### config.mk
export PLATFORM = sky130hd
export DESIGN_NAME = iil_cell
export DESIGN_NICKNAME = d
export VERILOG_FILES = /design/src/design/iil_pkg.sv /design/src/design/iil_cell.sv
export SDC_FILE = /design/constraint.sdc
export NUM_CORES = 1
export LEC_CHECK = 0
export BUFFER_PORTS_ARGS = -buffer_cell sky130_fd_sc_hd__clkbuf_2
export CORE_MARGIN = 2
export CORE_UTILIZATION = 45
export CTS_CLUSTER_SIZE = 10
export DETAILED_ROUTE_END_ITERATION = 16
export PLACE_DENSITY = 0.8
export SLEW_MARGIN = 25
export SYNTH_ARGS = -nofsm -noshare
export SYNTH_HDL_FRONTEND = slang
export SYNTH_SLANG_ARGS = --single-unit
export TNS_END_PERCENT = 10
### constraint.sdc
create_clock -name clk -period 6 [get_ports clk]
set_input_delay 0.6 -clock clk [delete_from_list [all_inputs] [get_ports clk]]
set_output_delay 0.6 -clock clk [all_outputs]
set_load 0.01 [all_outputs]
### src/design/iil_pkg.sv
`timescale 1ns / 1ps
// Package for the indexed integer list engine.
// Holds sizes, command and status codes, and the structs passed along the cell chain.
// No dependencies.
package iil_pkg;

    localparam int CAPACITY = 64;
    localparam int IDX_W    = $clog2(CAPACITY);
    localparam int DATA_W   = 32;
    localparam int CMD_W    = 3;
    localparam int POS_W    = 7;
    localparam int CNT_W    = 7;
    localparam int STAT_W   = 2;
    localparam int CMP_A    = (IDX_W > POS_W) ? IDX_W : POS_W;
    localparam int CMP_W    = (CMP_A > CNT_W) ? CMP_A : CNT_W;

    localparam logic [CMD_W-1:0] CMD_APPEND = 3'd0;
    localparam logic [CMD_W-1:0] CMD_INSERT = 3'd1;
    localparam logic [CMD_W-1:0] CMD_POP    = 3'd2;
    localparam logic [CMD_W-1:0] CMD_REMOVE = 3'd3;
    localparam logic [CMD_W-1:0] CMD_READ   = 3'd4;

    localparam logic [STAT_W-1:0] STAT_OK    = 2'd0;
    localparam logic [STAT_W-1:0] STAT_RANGE = 2'd1;
    localparam logic [STAT_W-1:0] STAT_FULL  = 2'd2;

    // Broadcast to every cell for the duration of one walk
    typedef struct packed {
        logic [CMD_W-1:0]         op;
        logic [POS_W-1:0]         pos;
        logic [CNT_W-1:0]         cnt;
        logic signed [DATA_W-1:0] key;
    } chain_ctl_t;

    // Token handed from cell to cell, one cell per cycle
    typedef struct packed {
        logic                     valid;
        logic                     matched;
        logic signed [DATA_W-1:0] carry;
    } chain_tok_t;

endpackage

### src/design/iil_cell.sv
`timescale 1ns / 1ps
// One list entry of the cell chain with its token stage.
// Depends on iil_pkg.
module iil_cell (
    input  logic                             clk,
    input  logic                             rst_n,
    input  logic [iil_pkg::IDX_W-1:0]        idx,
    input  iil_pkg::chain_ctl_t              ctl,
    input  iil_pkg::chain_tok_t              tok_in,
    input  logic signed [iil_pkg::DATA_W-1:0] next_entry,
    output logic signed [iil_pkg::DATA_W-1:0] entry,
    output iil_pkg::chain_tok_t              tok_out
);
    import iil_pkg::*;

    logic signed [DATA_W-1:0] entry_reg;
    logic signed [DATA_W-1:0] entry_next;
    chain_tok_t               tok_reg;
    chain_tok_t               tok_next;
    logic [CMP_W-1:0]         i_c;
    logic [CMP_W-1:0]         p_c;
    logic [CMP_W-1:0]         c_c;
    logic                     hit;

    assign i_c = CMP_W'(idx);
    assign p_c = CMP_W'(ctl.pos);
    assign c_c = CMP_W'(ctl.cnt);

    always_comb
    begin
        entry_next = entry_reg;
        tok_next   = tok_in;
        hit        = 1'b0;
        if (tok_in.valid)
        begin
            case (ctl.op)
                CMD_INSERT:
                begin
                    if (i_c >= p_c && i_c <= c_c)
                    begin
                        entry_next     = tok_in.carry;
                        tok_next.carry = entry_reg;
                    end
                end
                CMD_POP:
                begin
                    if (i_c >= p_c && i_c < c_c)
                    begin
                        entry_next = next_entry;
                        if (i_c == p_c)
                        begin
                            tok_next.carry = entry_reg;
                        end
                    end
                end
                CMD_REMOVE:
                begin
                    if (i_c < c_c)
                    begin
                        hit = !tok_in.matched && (entry_reg == ctl.key);
                        if (hit || tok_in.matched)
                        begin
                            entry_next = next_entry;
                        end
                        tok_next.matched = tok_in.matched | hit;
                    end
                end
                CMD_READ:
                begin
                    if (i_c == p_c)
                    begin
                        tok_next.carry = entry_reg;
                    end
                end
                default:
                begin
                end
            endcase
        end
    end

    always_ff @(posedge clk)
    begin
        entry_reg <= entry_next;
    end

    always_ff @(posedge clk or negedge rst_n)
    begin
        if (!rst_n)
        begin
            tok_reg <= '0;
        end
        else
        begin
            tok_reg <= tok_next;
        end
    end

    assign entry   = entry_reg;
    assign tok_out = tok_reg;

endmodule

==> run summary <==
final hold vios: 0
Fmax: 0.347 GHz
fraction of registers with async set/reset: 0.515
final net count: 574
minimum clock period: 2.88 ns
Final period util: 0.480
Ports: 189
pre-CTS setup slack: 2.39 ns
Tot Pwr: 1.18 mW
fin. max-slew vios: 0
post-synthesis mux area share: 0.228
vias in the first global route: 2788
htree depth: 3
Cell variety after synth: 42
core box area: 7730 um^2
area occupied by multi-input gates: 1650 um^2
RSZ-0062 raised after global routing: no
Hold Path Class: input port to asynchronous set/reset pin
worst slew pin tran: 0.908 ns
Net Count, Synth: 381
Setup crit end kind: register
GRT Total Usage: 0.207
DRT Wirelength: 8880 um
P per Cell Area: 243 nW/um^2
main combinational cell family by area after synthesis: multiplexers
Die Y: 93.3 um
IR drop worst, VDD: 131 uV
grt total ovfl: 0
CTS Hold Bufs: 0
Leak: 2.35 nW
initial antenna violation count: 0
Worst EP required: 5.96 ns
Final WS setup: 3.12 ns
first-pass GRT wire length: 13500 um
number of synthesized flops with an enable pin: 32
post-cts resize count: 0
Placed Cells: 529
number of max-cap violations: 0
status: finished, final reports clean
DP Area: 4590 um^2
largest net degree at the start of global routing: 35
crit start category: register
Post-CTS Setup Repair Bufs: 0
Cells after Synth: 246
Worst Path Arrival: 2.85 ns
Initial DRT Pass Iterations: 4
Via density: 4.89
initial DRC count: 72
Synth top area share: 0.268
Buffers on Ports: 188
post-DP HPWL: 6950 um
Setup Crit Path Kind: register to register
YS warnings: 0
drc violations: 0
Synth area leaders: edfxtp_1 27%, dfrtp_1 24%, mux2_4 12%, mux2_2 11%, xnor2_1 7.8%
Area Growth Syn to Fin: 34.8%
initial cell density of the core: 0.465
CTS Root Cell: clkbuf_8
clk_lat worst skew: 0.34 ns
register area: 1810 um^2
Setup violations, final: 0
Ant. Diodes: 0
Setup TNS: 0 ns
CTS buffer count: 9
CP max FO: 32
final non-filler cell total: 546
Worst-path clk slew: 0.08 ns
Vias: 2669
max reg flops: 34
full die area: 8710 um^2
worst-case clock buffer depth: 2
top post-synthesis cells by count: 34 x dfrtp_1, 34 x mux2_2, 32 x edfxtp_1, 32 x xnor2_1, 29 x mux2_4
CTS tree: yes
clk sink count: 66
Netlist Area Pre-Place: 3590 um^2
row cnt: 32
design area: 4840 um^2
Synth Area in Compound Gates: 0.0484
sequential share of the synthesized area: 0.505
Synth Flop Type: dfrtp_1
Fillers: 651
Post-DRT Antenna Nets: 0
Synth Area in Simple Gates: 0.0606
Die W: 93.3 um
GP Congestion: 0.817
DR WL/cell: 16.3 um
Layout Skew: 0.0110 ns
share of cells above drive strength 1: 0.624
Synth Area in Adders: 0.0418
xor/xnor share of the synthesized area: 0.0805
synthesized flop and latch total: 66
Post-Syn Area per Cell: 14.6 um^2
biggest area consumer among synthesized cells: edfxtp_1
Max-slew headroom: 0.395
per-stage QoR:
step,hold WS [ns],utilization
floorplan,0.304,-
global placement,0.538,0.594
detailed placement,0.550,0.594
CTS,0.388,0.625
global route,0.418,0.626
finish,0.358,0.626
logic make-up after synthesis:
family,Yosys count
muxes,63
and+or+nand+nor,31
adders and majority gates,12
buffers and inverters,21
AOI/OAI and AO/OA,20
xor gates and xnor gates,33
DFF,66
layout by cell type (no fill, tap or decap), drive strengths merged, types with 3 or more instances in the layout:
cell type | synthesis | layout
dfrtp | 34 | 34
mux2 | 63 | 63
ha | 12 | 12
a21oi | 4 | 4
nand4 | 8 | 8
xnor2 | 32 | 32
clkbuf | 4 | 198
nand4b | 3 | 3
bufinv | 0 | 3
edfxtp | 32 | 32
nor2 | 4 | 4
inv | 13 | 14
metal layers:
metal | up-vias | share of wire | track usage
li1 | 1297 | - | -
met1 | 1267 | 0.40 | 0.244
met2 | 99 | 0.52 | 0.353
met3 | 6 | 0.069 | 0.0653
met4 | 0 | 0.012 | 0.0735
met5 | - | 0 | 0
worst max-delay path: stages (launching register included):
cell	delay, ns
edfxtp_1	0.43
xnor2_1	0.26
nand4_1	0.15
nor4_1	0.51
nand2_1	0.15
a221oi_1	0.24
and3_2	0.74
layout make-up:
class / count / area share
sequential: 66 / 0.374
multi-input combinational: 159 / 0.341
timing repair buffer: 190 / 0.198
clock buffer: 10 / 0.0264
tap: 102 / 0.0264
clock inverter: 6 / 0.0233
inverter: 13 / 0.0101
report_power, final:
group,switching [mW],internal [mW]
combinational,0.0938,0.108
clock,0.176,0.278
sequential,0.0165,0.507
path summary, 6_finish.rpt:
check | slack [ns] | cells after the start | to | from
hold reg to reg | 0.57 | 1 | tok_out[20]$_DFF_PN0_ | entry[20]$_DFFE_PP_
hold / removal | 0.36 | 1 | tok_out[23]$_DFF_PN0_ | rst_n
setup / recovery | 3.12 | 6 | entry[30]$_DFFE_PP_ | entry[22]$_DFFE_PP_
max in group asynchronous | 5.08 | 1 | tok_out[11]$_DFF_PN0_ | rst_n
min in group clk | 0.45 | 1 | tok_out[33]$_DFF_PN0_ | tok_in[33]
setup reg to reg | 3.12 | 6 | entry[30]$_DFFE_PP_ | entry[22]$_DFFE_PP_
(Power assumes the default switching activity.)
