===== src/design/iil_pkg.sv =====
`timescale 1ns / 1ps
// Package for the indexed integer list engine.
// Holds sizes, command and status codes, and the structs passed along the cell chain.
// No dependencies.
package iil_pkg;

    localparam int CAPACITY = 64;
    localparam int IDX_W    = $clog2(CAPACITY);
    localparam int DATA_W   = 32;
    localparam int CMD_W    = 3;
    localparam int POS_W    = 7;
    localparam int CNT_W    = 7;
    localparam int STAT_W   = 2;
    localparam int CMP_A    = (IDX_W > POS_W) ? IDX_W : POS_W;
    localparam int CMP_W    = (CMP_A > CNT_W) ? CMP_A : CNT_W;

    localparam logic [CMD_W-1:0] CMD_APPEND = 3'd0;
    localparam logic [CMD_W-1:0] CMD_INSERT = 3'd1;
    localparam logic [CMD_W-1:0] CMD_POP    = 3'd2;
    localparam logic [CMD_W-1:0] CMD_REMOVE = 3'd3;
    localparam logic [CMD_W-1:0] CMD_READ   = 3'd4;

    localparam logic [STAT_W-1:0] STAT_OK    = 2'd0;
    localparam logic [STAT_W-1:0] STAT_RANGE = 2'd1;
    localparam logic [STAT_W-1:0] STAT_FULL  = 2'd2;

    // Broadcast to every cell for the duration of one walk
    typedef struct packed {
        logic [CMD_W-1:0]         op;
        logic [POS_W-1:0]         pos;
        logic [CNT_W-1:0]         cnt;
        logic signed [DATA_W-1:0] key;
    } chain_ctl_t;

    // Token handed from cell to cell, one cell per cycle
    typedef struct packed {
        logic                     valid;
        logic                     matched;
        logic signed [DATA_W-1:0] carry;
    } chain_tok_t;

endpackage


===== src/design/iil_ctrl.sv =====
`timescale 1ns / 1ps
// Request sequencer: range checks, token launch, entry count and result register.
// Depends on iil_pkg.
module iil_ctrl (
    input  logic                              clk,
    input  logic                              rst_n,
    input  logic                              start,
    input  logic [iil_pkg::CMD_W-1:0]         cmd,
    input  logic [iil_pkg::POS_W-1:0]         position,
    input  logic signed [iil_pkg::DATA_W-1:0] operand_value,
    input  iil_pkg::chain_tok_t               tail_tok,
    output iil_pkg::chain_ctl_t               ctl,
    output iil_pkg::chain_tok_t               launch,
    output logic                              busy,
    output logic                              done,
    output logic signed [iil_pkg::DATA_W-1:0] result_value,
    output logic                              found,
    output logic [iil_pkg::STAT_W-1:0]        status,
    output logic [iil_pkg::CNT_W-1:0]         count_after
);
    import iil_pkg::*;

    typedef enum logic [2:0] {
        ST_IDLE = 3'b001,
        ST_WALK = 3'b010,
        ST_DONE = 3'b100
    } state_t;

    state_t                   state_reg, state_next;
    logic [CNT_W-1:0]         count_reg, count_next;
    chain_ctl_t               ctl_reg, ctl_next;
    chain_tok_t               launch_reg, launch_next;
    logic signed [DATA_W-1:0] result_reg, result_next;
    logic                     found_reg, found_next;
    logic [STAT_W-1:0]        status_reg, status_next;
    logic                     accept;
    logic                     full;
    logic [CMP_W-1:0]         pos_c;
    logic [CMP_W-1:0]         cnt_c;

    assign accept = start && (state_reg == ST_IDLE);
    assign full   = (count_reg >= CNT_W'(CAPACITY));
    assign pos_c  = CMP_W'(position);
    assign cnt_c  = CMP_W'(count_reg);

    always_comb
    begin
        state_next  = state_reg;
        count_next  = count_reg;
        ctl_next    = ctl_reg;
        launch_next = '0;
        result_next = result_reg;
        found_next  = found_reg;
        status_next = status_reg;
        case (state_reg)
            ST_IDLE:
            begin
                if (accept)
                begin
                    result_next   = '0;
                    found_next    = 1'b0;
                    status_next   = STAT_OK;
                    ctl_next.op   = cmd;
                    ctl_next.pos  = position;
                    ctl_next.cnt  = count_reg;
                    ctl_next.key  = operand_value;
                    launch_next.carry = operand_value;
                    state_next    = ST_WALK;
                    case (cmd)
                        CMD_APPEND:
                        begin
                            ctl_next.op  = CMD_INSERT;
                            ctl_next.pos = POS_W'(count_reg);
                            if (full)
                            begin
                                status_next = STAT_FULL;
                                state_next  = ST_DONE;
                            end
                        end
                        CMD_INSERT:
                        begin
                            if (pos_c > cnt_c)
                            begin
                                status_next = STAT_RANGE;
                                state_next  = ST_DONE;
                            end
                            else if (full)
                            begin
                                status_next = STAT_FULL;
                                state_next  = ST_DONE;
                            end
                        end
                        CMD_POP, CMD_READ:
                        begin
                            launch_next.carry = '0;
                            if (pos_c >= cnt_c)
                            begin
                                status_next = STAT_RANGE;
                                state_next  = ST_DONE;
                            end
                        end
                        CMD_REMOVE:
                        begin
                        end
                        default:
                        begin
                            state_next = ST_DONE;
                        end
                    endcase
                    launch_next.valid = (state_next == ST_WALK);
                end
            end
            ST_WALK:
            begin
                if (tail_tok.valid)
                begin
                    state_next = ST_DONE;
                    case (ctl_reg.op)
                        CMD_INSERT:
                        begin
                            count_next = count_reg + 1'b1;
                        end
                        CMD_POP:
                        begin
                            count_next  = count_reg - 1'b1;
                            result_next = tail_tok.carry;
                        end
                        CMD_REMOVE:
                        begin
                            found_next = tail_tok.matched;
                            if (tail_tok.matched)
                            begin
                                count_next = count_reg - 1'b1;
                            end
                        end
                        CMD_READ:
                        begin
                            result_next = tail_tok.carry;
                        end
                        default:
                        begin
                        end
                    endcase
                end
            end
            ST_DONE:
            begin
                state_next = ST_IDLE;
            end
            default:
            begin
                state_next = ST_IDLE;
            end
        endcase
    end

    always_ff @(posedge clk or negedge rst_n)
    begin
        if (!rst_n)
        begin
            state_reg  <= ST_IDLE;
            count_reg  <= '0;
            launch_reg <= '0;
        end
        else
        begin
            state_reg  <= state_next;
            count_reg  <= count_next;
            launch_reg <= launch_next;
        end
    end

    always_ff @(posedge clk)
    begin
        ctl_reg    <= ctl_next;
        result_reg <= result_next;
        found_reg  <= found_next;
        status_reg <= status_next;
    end

    assign ctl          = ctl_reg;
    assign launch       = launch_reg;
    assign busy         = (state_reg != ST_IDLE);
    assign done         = (state_reg == ST_DONE);
    assign result_value = result_reg;
    assign found        = found_reg;
    assign status       = status_reg;
    assign count_after  = count_reg;

endmodule

===== config.mk =====
export PLATFORM = sky130hd
export DESIGN_NAME = iil_ctrl
export DESIGN_NICKNAME = d
export VERILOG_FILES = /design/src/design/iil_pkg.sv /design/src/design/iil_ctrl.sv
export SDC_FILE = /design/constraint.sdc
export NUM_CORES = 1
export LEC_CHECK = 0
export BUFFER_PORTS_ARGS = -buffer_cell sky130_fd_sc_hd__buf_2
export CAP_MARGIN = 20
export CORE_UTILIZATION = 51
export CTS_BUF_LIST = sky130_fd_sc_hd__clkbuf_8 sky130_fd_sc_hd__clkbuf_16
export CTS_CLUSTER_SIZE = 8
export DETAILED_ROUTE_END_ITERATION = 12
export GPL_TIMING_DRIVEN = 0
export PLACE_DENSITY = 0.86
export SLEW_MARGIN = 20
export SYNTH_ARGS = -nofsm -noshare
export SYNTH_HDL_FRONTEND = slang
export SYNTH_SLANG_ARGS = --single-unit
export TNS_END_PERCENT = 30

===== constraint.sdc =====
create_clock -name clk -period 9.97 [get_ports clk]
set_input_delay 0.4985 -clock clk [delete_from_list [all_inputs] [get_ports clk]]
set_output_delay 0.4985 -clock clk [all_outputs]
set_load 0.01 [all_outputs]

==> reports/results.txt, run 1 <==
worst hold path class = primary input to asynchronous set/reset pin
post-synthesis simple-gate area fraction = 12.73%
Crit path required time = 10.40 ns
syn avg cell area = 15.38 um2
crit path DAT = 3.02 ns
Max Transition Viols Final = 0
H-tree depth = 4
Clock Tree Root = clkbuf_8
compound-cell area share of the yosys netlist = 5.587%
Final period util = 25.97%
crit path launch type = register
grt ovf = 0
Slew headroom = 50.74%
Ports = 206
hpwl dp = 7.824 mm
largest net degree at the start of global routing = 44
vias in the first global route = 3,343
Global Route Usage Sum = 23.23%
top-count cell post-synth = edfxtp_1
synth top area cells = edfxtp_1 51%, dfrtp_1 21%, and2_1 7.8%, ha_1 3.1%, o21ai_0 1.4%
Peak VDD IR = 0.0001684 V
Layout Nets = 635
Die H = 100.1 um
slowest cell on the critical path = nor2b_1
clock sinks = 127
routability cong. = 0.7676
post-route ant nets = 0
Initial DRC Count = 120
Setup TNS = 0 ns
Post-Synth Adder-Cell Area = 3.469%
initial core utilization = 52.83%
Non-Filler Instances = 685
Setup violations, final = 0
crit-path cells = nor2b_1 -> ha_1 -> a211oi_1 -> o21ai_0 -> a21o_1 -> nand3_1 -> xnor2_1
vias = 3,364
Setup Skew = 0.01202 ns
Buf/Inv on CP = 0
Die Width = 100.1 um
Post-CTS Setup Inserts = 0
Seq cells post-synth = 127
largest family of logic cells by synthesized area = simple AND/OR/NAND/NOR gates
worst skew pair latency = 0.51 ns
FILL cells = 590
post-synthesis xor/xnor area fraction = 0.8929%
R2R setup slack = 7.38 ns
Placement Setup Slack = 7.489 ns
Tmin final = 2.589 ns
PD cells = 236.3 nW/um2
Main synth FF type = edfxtp_1
I/O Buffers = 202
Final Hold Viols = 37
Placed Cells = 653
DRC violations left = 0
largest delay contributor family on the critical path = compound AO/OA/AOI/OAI gates
Post-synth EDFFs = 84
layout cell share with drive strength beyond 1 = 47.66%
RSZ-0062 raised after global routing = false
share of the synthesized area in the top cell type = 51.43%
initial antenna violation count = 0
area grow syn2layout = 37.76%
Netlist cell types = 48
hold_buf cts = 0
Seq/Total Area, Yosys = 73.39%
Max Fclk = 386.3 MHz
Post-synth ARST share = 33.86%
area of the die = 10,010 um2
first drt pass iteration count = 4
status = complete, but fails checks
tightest hold margin = -0.01411 ns
# rows = 35
first-pass GRT wire length = 17.16 mm
Post-synth top cells = 84 x edfxtp_1, 61 x and2_1, 42 x dfrtp_1, 14 x o21ai_0, 13 x inv_1
final wirelength = 11.33 mm
Mapped Area = 4905 um2
antenna cell count = 0
# resized after CTS = 0
Leakage = 0.003146 uW
cells after synthesis = 319
CP max stage delay = 0.62 ns
clk buf depth = 2
multiplexer share of the synthesized area = 1.582%
crit end category = register
Ys Warns = 0
Largest register FFs = 49
CTS Buf Count = 17
Reg clk slew, reported paths = 0.06 ns
TritonCTS clock tree = yes
Syn Nets = 411
Setup Crit Path Kind = register to register
max-cap violation count = 0
Final Worst Setup Slack = 7.381 ns
CP Max Fanout = 9
post-synth top area cell = edfxtp_1
Via density = 4.911
failing checks = hold timing
Least-Margin Pin Slew = 0.7373 ns
core area = 9284 um2
post-DR wirelength/cell = 16.55 um
-- cell usage in the layout, fill, tap and decap left out, drive strengths merged, types with 2 or more instances in the layout --
cell,Yosys,final
mux2,6,6
ha,12,12
a21oi,7,7
inv,13,20
o21bai,2,2
nand2b,3,3
a32oi,2,2
nor2b,2,2
a21o,4,4
o211ai,2,2
o21ai,15,15
clkinvlp,0,2
bufinv,0,2
xor2,3,3
a211o,3,3
nor3b,3,3
clkinv,0,3
nand2,8,8
a211oi,3,3
xnor2,2,2
clkbuf,8,26
nor3,3,3
nor2,7,7
and2,65,65
edfxtp,84,84
dfrtp,42,42
buf,4,209
nand3,3,3
-- final timing paths --
check	to	startpoint	depth (start not counted)
worst max-delay path	count_after[6]	ctl[48]	7
worst min-delay path	launch[27]	rst_n	1
worst max register to register	count_after[6]	ctl[48]	7
worst min register to register	ctl[36]	count_after[4]	0
max in group asynchronous	state_reg[0]	rst_n	1
min in group clk	ctl[16]	operand_value[16]	1
-- stage by stage --
stage	area, um2	utilization [%]	power, uW
after floorplan	4905	-	845.8
after global placement	6077	65.46	954.1
after detailed placement	6150	66.24	976.5
final	6756	72.78	1597
after global routing	6756	72.78	1660
after CTS	6754	72.75	1604
-- where the power goes --
part           switching (uW)  leakage (uW)  internal [uW]
logic                     173       0.00150            121
clock network             244      0.000291            378
registers                33.5       0.00135            647
-- layer usage --
metal,track usage [%],share of wire [%],wire length (um),vias to the layer above
li1,-,-,-,1574
met1,26.11,39,4378,1642
met2,42.07,54,6101,124
met3,5.084,5.1,576,24
met4,11.04,2.5,278,0
met5,0,0,0,-
-- cells by family after synthesis --
family / after synthesis
flops: 127
simple gates: 99
compound gates: 42
buf+inv: 25
fa+ha+maj: 13
mux: 7
xor+xnor: 5
other cells: 1
-- area by class of cell --
class	count	area [um2]	share of cell area, %
plain buffers	12	62.56	0.9259
clock buffers	18	439.2	6.500
clock inverters	14	165.2	2.444
inverters	13	48.80	0.7222
multi-input cells	167	1207	17.87
flip-flops and latches	127	3600	53.28
well taps	129	161.4	2.389
repair buffers	205	1072	15.87
(Power assumes the default switching activity.)
==> run 2, diff against run 1 <==
--- a/config.mk
+++ b/config.mk
@@ -7,12 +7,12 @@
 export LEC_CHECK = 0
 export BUFFER_PORTS_ARGS = -buffer_cell sky130_fd_sc_hd__buf_2
 export CAP_MARGIN = 20
-export CORE_UTILIZATION = 51
+export CORE_UTILIZATION = 43
 export CTS_BUF_LIST = sky130_fd_sc_hd__clkbuf_8 sky130_fd_sc_hd__clkbuf_16
 export CTS_CLUSTER_SIZE = 8
 export DETAILED_ROUTE_END_ITERATION = 12
 export GPL_TIMING_DRIVEN = 0
-export PLACE_DENSITY = 0.86
+export PLACE_DENSITY = 0.78
 export SLEW_MARGIN = 20
 export SYNTH_ARGS = -nofsm -noshare
 export SYNTH_HDL_FRONTEND = slang
==> constraint.sdc (replaced) <==
create_clock -name clk -period 2.3 [get_ports clk]
set_input_delay 0.115 -clock clk [delete_from_list [all_inputs] [get_ports clk]]
set_output_delay 0.115 -clock clk [all_outputs]
set_load 0.01 [all_outputs]
==> run 2 against run 1 <==
Against the previous run:
- maximum frequency increased by 21%
- combinational power increased to 4.5 times the previous value
- first-iteration DRC count increased by 61%
- register-to-register slack got worse by 7.2 ns
- sequential power increased to 4.4 times the previous value
- clock power increased to 4.1 times the previous value
- wire length increased by 8.6%
- worst setup slack got worse by 7.2 ns
- the run now ends clean
- highest routed layer unchanged
- critical path depth unchanged
- critical path type unchanged
==> reports/results.txt, run 2 (synthesis gave the netlist of run 1 again) <==
hpwl dp = 7.970 mm (was 7.824 mm)
slowest cell on the critical path = edfxtp_1 (was nor2b_1)
layout cell share with drive strength beyond 1 = 42.51% (was 47.66%)
grt ovf = 0 (unchanged)
Max Fclk = 466.6 MHz (was 386.3 MHz)
vias = 3,616 (was 3,364)
Finished Cell Area = 7393 um2 (was 6756 um2)
post-route ant nets = 0 (unchanged)
Global Route Usage Sum = 20.98% (was 23.23%)
vias in the first global route = 3,659 (was 3,343)
Net Sw Frac = 26.57% (was 28.23%)
clk buf depth = 2 (unchanged)
most frequent cells in the layout = 203 x buf_2, 84 x edfxtp_1, 65 x dlygate4sd3_1, 61 x and2_1, 42 x dfrtp_1 (was 203 x buf_2, 84 x edfxtp_1, 61 x and2_1, 42 x dfrtp_1, 17 x clkbuf_16)
hold worst-path end = result_value[11]
first drt pass iteration count = 4 (unchanged)
Cell Area, Placed = 6140 um2 (was 6150 um2)
Die Width = 108.8 um (was 100.1 um)
CP Max Fanout = 9 (unchanged)
hold depth = 2
first-pass GRT wire length = 18.07 mm (was 17.16 mm)
post-DR wirelength/cell = 16.16 um (was 16.55 um)
area of the die = 11,840 um2 (was 10,010 um2)
crit end category = register (unchanged)
Final period util = 93.19% (was 25.97%)
Ports = 206 (unchanged)
Setup Crit Path Kind = register to register (unchanged)
Via density = 4.745 (was 4.911)
worst skew pair latency = 0.40 ns (was 0.51 ns)
Worst R2R Start = ctl[48] (unchanged)
initial core utilization = 44.66% (was 52.83%)
DRC violations left = 0 (unchanged)
Leakage = 0.003426 uW (was 0.003146 uW)
initial antenna violation count = 0 (unchanged)
sequential power share = 43.4% (was 42.6%)
sw power = 1811 uW (was 450.8 uW)
Setup violations, final = 0 (unchanged)
Layout Nets = 700 (was 635)
Placed Cells = 663 (was 653)
TritonCTS clock tree = yes (unchanged)
Non-Filler Instances = 762 (was 685)
RSZ-0062 raised after global routing = false (unchanged)
# rows = 38 (was 35)
crit-path cells = nor2b_4 -> ha_1 -> a211oi_1 -> o21ai_0 -> a21o_1 -> nand3_1 -> xnor2_1 (was nor2b_1 -> ha_1 -> a211oi_1 -> o21ai_0 -> a21o_1 -> nand3_1 -> xnor2_1)
Hold Path Origin = tail_tok[11]
largest net degree at the start of global routing = 44 (unchanged)
Die H = 108.8 um (was 100.1 um)
crit path DAT = 2.47 ns (was 3.02 ns)
Least-Margin Pin Slew = 0.6462 ns (was 0.7373 ns)
core area = 10,980 um2 (was 9284 um2)
PD cells = 921.7 nW/um2 (was 236.3 nW/um2)
CP max stage delay = 0.50 ns (was 0.62 ns)
Cell Int Power = 5004 uW (was 1146 uW)
Setup Skew = 0.004757 ns (was 0.01202 ns)
commonest non-fill, non-tap cell in the layout = buf_2 (unchanged)
CTS Buf Count = 17 (unchanged)
final wirelength = 12.31 mm (was 11.33 mm)
routability cong. = 0.7582 (was 0.7676)
clock sinks = 127 (unchanged)
Peak VDD IR = 0.0005934 V (was 0.0001684 V)
tightest hold margin = 0.03191 ns (was -0.01411 ns)
Tmin final = 2.143 ns (was 2.589 ns)
Initial DRC Count = 193 (was 120)
clock power share = 37.2% (was 39.0%)
total power = 6814 uW (was 1597 uW)
Crit path required time = 2.63 ns (was 10.40 ns)
R2R setup slack = 0.16 ns (was 7.38 ns)
reg2reg path depth = 7 (unchanged)
max-cap violation count = 0 (unchanged)
Reg clk slew, reported paths = 0.05 ns (was 0.06 ns)
Largest register FFs = 49 (unchanged)
Slew headroom = 56.68% (was 50.74%)
worst hold path class = primary input to register (was primary input to asynchronous set/reset pin)
Max Transition Viols Final = 0 (unchanged)
H-tree depth = 4 (unchanged)
Final Hold Viols = 0 (was 37)
Worst R2R End = count_after[6] (unchanged)
Comb power frac = 19.5% (was 18.4%)
area grow syn2layout = 50.74% (was 37.76%)
status = finished clean (was complete, but fails checks)
I/O Buffers = 202 (unchanged)
crit path launch type = register (unchanged)
Clock Tree Root = clkbuf_16 (was clkbuf_8)
## run 2: worst max path at each step
stage | start | to | slack [ns] | cells after the start
after global routing | ctl[48] | count_after[6] | 0.07 | 7
after CTS | ctl[48] | count_after[6] | 0.006 | 7
after detailed placement | ctl[48] | count_after[6] | -0.17 | 7
after floorplan | state_reg[0] | state_reg[1] | -0.05 | 5
after global placement | state_reg[0] | state_reg[1] | -0.67 | 5
final | ctl[48] | count_after[6] | 0.16 | 7
## run 2: stage by stage
stage	setup TNS (ns)	util [%]	worst slack (ns)
floorplan	-2.621	-	-0.05321
global placement	-41.67	55.58	-0.6743
detailed placement	-0.6763	55.90	-0.1698
CTS	0	67.16	0.006111
global route	0	67.29	0.07323
finish	0	67.32	0.1566
## run 2: per-layer routing
metal  GRT usage [%]  up-vias  part of all wire [%]
met2           37.70      139                    53
li1                -     1709                     -
met5               0        -                     0
met4           10.14        0                   2.3
met1           23.14     1744                    40
met3           5.140       24                   4.7
## run 2: critical path: cells and delay by family (launching register included)
family | cells | cell delay, ns
compound gates | 3 | 0.72
xor+xnor | 1 | 0.12
fa+ha+maj | 1 | 0.34
flops | 1 | 0.50
simple gates | 2 | 0.38
## run 2: cell type report
cell class              instances  area (um2)
fillers                       746        3590
flip-flops and latches        127        3600
diodes                          1       2.502
clock buffers                  22       528.0
plain buffers                  12       62.56
inverters                      13       48.80
repair buffers                270        1707
well taps                     140       175.2
clock inverters                10       55.05
multi-input cells             167        1215
## run 2: repair_timing
item,CTS,global route
pin swaps,1,1
hold buffers,65,0
cloned,0,0
hold endpoints to repair,138,0
buffers inserted,0,1
setup endpoints to repair,20,19
gates resized for setup,1,1
## run 2: power groups by stage
stage | logic [uW] | clock network [uW] | registers (uW)
after floorplan | 531 | 0 | 3140
after global placement | 1160 | 0 | 2990
after detailed placement | 1230 | 0 | 2990
after CTS | 1320 | 2580 | 2950
after global routing | 1460 | 2680 | 2990
final | 1330 | 2530 | 2960
==> run 3, diff against run 2 <==
--- a/config.mk
+++ b/config.mk
@@ -7,12 +7,12 @@
 export LEC_CHECK = 0
 export BUFFER_PORTS_ARGS = -buffer_cell sky130_fd_sc_hd__buf_2
 export CAP_MARGIN = 20
-export CORE_UTILIZATION = 43
+export CORE_UTILIZATION = 40
 export CTS_BUF_LIST = sky130_fd_sc_hd__clkbuf_8 sky130_fd_sc_hd__clkbuf_16
 export CTS_CLUSTER_SIZE = 8
 export DETAILED_ROUTE_END_ITERATION = 12
 export GPL_TIMING_DRIVEN = 0
-export PLACE_DENSITY = 0.78
+export PLACE_DENSITY = 0.73
 export SLEW_MARGIN = 20
 export SYNTH_ARGS = -nofsm -noshare
 export SYNTH_HDL_FRONTEND = slang
==> run 3 against run 2 <==
Against the previous run:
- non-clock buffer count shrank 1
- wire length down 5.8%
- flip-flop and latch count did not move
- power is 0.93% lower
- final cell count grew 0.66%
==> reports/results.txt, run 3 (synthesis gave the netlist of run 1 again) <==
Final Hold Viols = 0 (unchanged)
Slew headroom = 54.13% (was 56.68%)
largest net degree at the start of global routing = 55 (was 44)
most frequent cells in the layout = 203 x buf_2, 84 x edfxtp_1, 64 x dlygate4sd3_1, 61 x and2_1, 42 x dfrtp_1 (was 203 x buf_2, 84 x edfxtp_1, 65 x dlygate4sd3_1, 61 x and2_1, 42 x dfrtp_1)
final wirelength = 11.59 mm (was 12.31 mm)
I/O Buffers = 202 (unchanged)
crit path launch type = register (unchanged)
first drt pass iteration count = 4 (unchanged)
Tmin final = 2.129 ns (was 2.143 ns)
Leakage = 0.003382 uW (was 0.003426 uW)
hold worst-path end = result_value[29] (was result_value[11])
Worst R2R End = count_after[6] (unchanged)
crit path DAT = 2.46 ns (was 2.47 ns)
Cell Area, Placed = 6127 um2 (was 6140 um2)
Largest register FFs = 49 (unchanged)
layout cell share with drive strength beyond 1 = 42.74% (was 42.51%)
Finished Cell Area = 7358 um2 (was 7393 um2)
FILL cells = 895 (was 746)
hold depth = 2 (unchanged)
CTS Buf Count = 17 (unchanged)
post-route ant nets = 0 (unchanged)
Layout Nets = 699 (was 700)
Crit path required time = 2.63 ns (about the same)
reg2reg path depth = 7 (unchanged)
Global Route Usage Sum = 18.80% (was 20.98%)
hpwl dp = 7.772 mm (was 7.970 mm)
RSZ-0062 raised after global routing = false (unchanged)
Die Width = 112.7 um (was 108.8 um)
# rows = 40 (was 38)
core area = 11,960 um2 (was 10,980 um2)
area grow syn2layout = 50.03% (was 50.74%)
CP Max Fanout = 9 (unchanged)
status = finished clean (unchanged)
antenna cell count = 0 (was 1)
Setup Crit Path Kind = register to register (unchanged)
Via density = 4.677 (was 4.745)
clk buf depth = 2 (unchanged)
Placed Cells = 669 (was 663)
post-DR wirelength/cell = 15.12 um (was 16.16 um)
area of the die = 12,710 um2 (was 11,840 um2)
Initial DRC Count = 216 (was 193)
H-tree depth = 4 (unchanged)
Non-Filler Instances = 767 (was 762)
max-cap violation count = 0 (unchanged)
clock sinks = 127 (unchanged)
Setup Skew = 0.006265 ns (was 0.004757 ns)
crit end category = register (unchanged)
Max Transition Viols Final = 0 (unchanged)
Worst R2R Start = ctl[48] (unchanged)
Final period util = 92.57% (was 93.19%)
R2R setup slack = 0.17 ns (was 0.16 ns)
TritonCTS clock tree = yes (unchanged)
DRC violations left = 0 (unchanged)
worst setup path startpoint = ctl[48] (unchanged)
Peak VDD IR = 0.0003662 V (was 0.0005934 V)
Setup violations, final = 0 (unchanged)
grt ovf = 0 (unchanged)
PD cells = 917.5 nW/um2 (was 921.7 nW/um2)
initial antenna violation count = 0 (unchanged)
Ports = 206 (unchanged)
Least-Margin Pin Slew = 0.6881 ns (was 0.6462 ns)
first-pass GRT wire length = 18.03 mm (was 18.07 mm)
worst hold path class = primary input to register (unchanged)
Max Fclk = 469.7 MHz (was 466.6 MHz)
Die H = 112.7 um (was 108.8 um)
Reg clk slew, reported paths = 0.05 ns (about the same)
worst skew pair latency = 0.41 ns (was 0.40 ns)
vias = 3,587 (was 3,616)
share of the core filled with cells = 61.52% (was 67.32%)
Hold Path Origin = tail_tok[29] (was tail_tok[11])
initial core utilization = 41.00% (was 44.66%)
vias in the first global route = 3,713 (was 3,659)
Clock Tree Root = clkbuf_16 (unchanged)
routability cong. = 0.8773 (was 0.7582)
commonest non-fill, non-tap cell in the layout = buf_2 (unchanged)
==> run 3: cell types whose count changed in the layout (fill, tap and decap cells not counted), moves of 2 or more <==
cell	change
inv_6	+2
clkinv_2	-2
clkinvlp_4	+4
inv_1	-2
clkbuf_16	-3
==> run 3: metrics by stage <==
stage               setup slack (ns)  hold slack (ns)  setup TNS (ns)  total power [uW]
finish                        0.1710         0.008551               0              6751
global route                 0.02095         0.006490               0              7064
CTS                          0.05600         0.002693               0              6805
detailed placement           -0.1821           0.3048          -1.396              4205
global placement             -0.7289           0.3015          -46.19              4165
floorplan                   -0.05321          -0.1806          -2.621              3669
==> run 3: worst max-delay path: stages, from the launching register on <==
cell and delay (ns):
edfxtp_1 0.49, nor2b_4 0.30, ha_1 0.34, a211oi_1 0.33
o21ai_0 0.20, a21o_1 0.19, nand3_1 0.09, xnor2_1 0.11
==> run 3: final cells by class <==
cell class	count	area (um2)	area share (%)
clock inverters	13	112.6	1.530
inverters	13	51.30	0.6972
plain buffers	12	62.56	0.8502
multi-input cells	167	1215	16.51
well taps	147	183.9	2.500
clock buffers	19	452.9	6.155
flip-flops and latches	127	3600	48.92
repair buffers	269	1680	22.84
==> run 3: how the worst max path moves through the flow <==
stage / to / slack (ns) / depth (start not counted)
after floorplan: state_reg[1] / -0.05 / 5
after global placement: state_reg[1] / -0.73 / 5
after detailed placement: count_after[5] / -0.18 / 7
after CTS: count_after[5] / 0.06 / 7
after global routing: count_after[5] / 0.02 / 7
final: count_after[6] / 0.17 / 7
==> run 3: layer usage <==
metal	vias up	wire length [um]	GRT usage [%]	part of all wire, %
met1	1721	4659	20.90	40
li1	1702	-	-	-
met4	0	278	8.533	2.4
met2	141	5944	32.88	51
met5	-	0	0	0
met3	23	712	6.106	6.1
==> run 3: report_power, final <==
part	internal, uW	switching [uW]	leakage [uW]
combinational	572	726	0.00176
sequential	2810	147	0.00135
clock	1540	959	0.000265
total	4920	1830	0.00338
==> run 3: repair_timing <==
| action | 4_1_cts | 5_1_grt |
|---|---|---|
| buffers inserted | 2 | 0 |
| hold buffers | 63 | 1 |
| gates resized for setup | 1 | 1 |
| endpoints found under the setup margin | 19 | 2 |
| endpoints found under the hold margin | 136 | 1 |
| pin swaps | 1 | 0 |
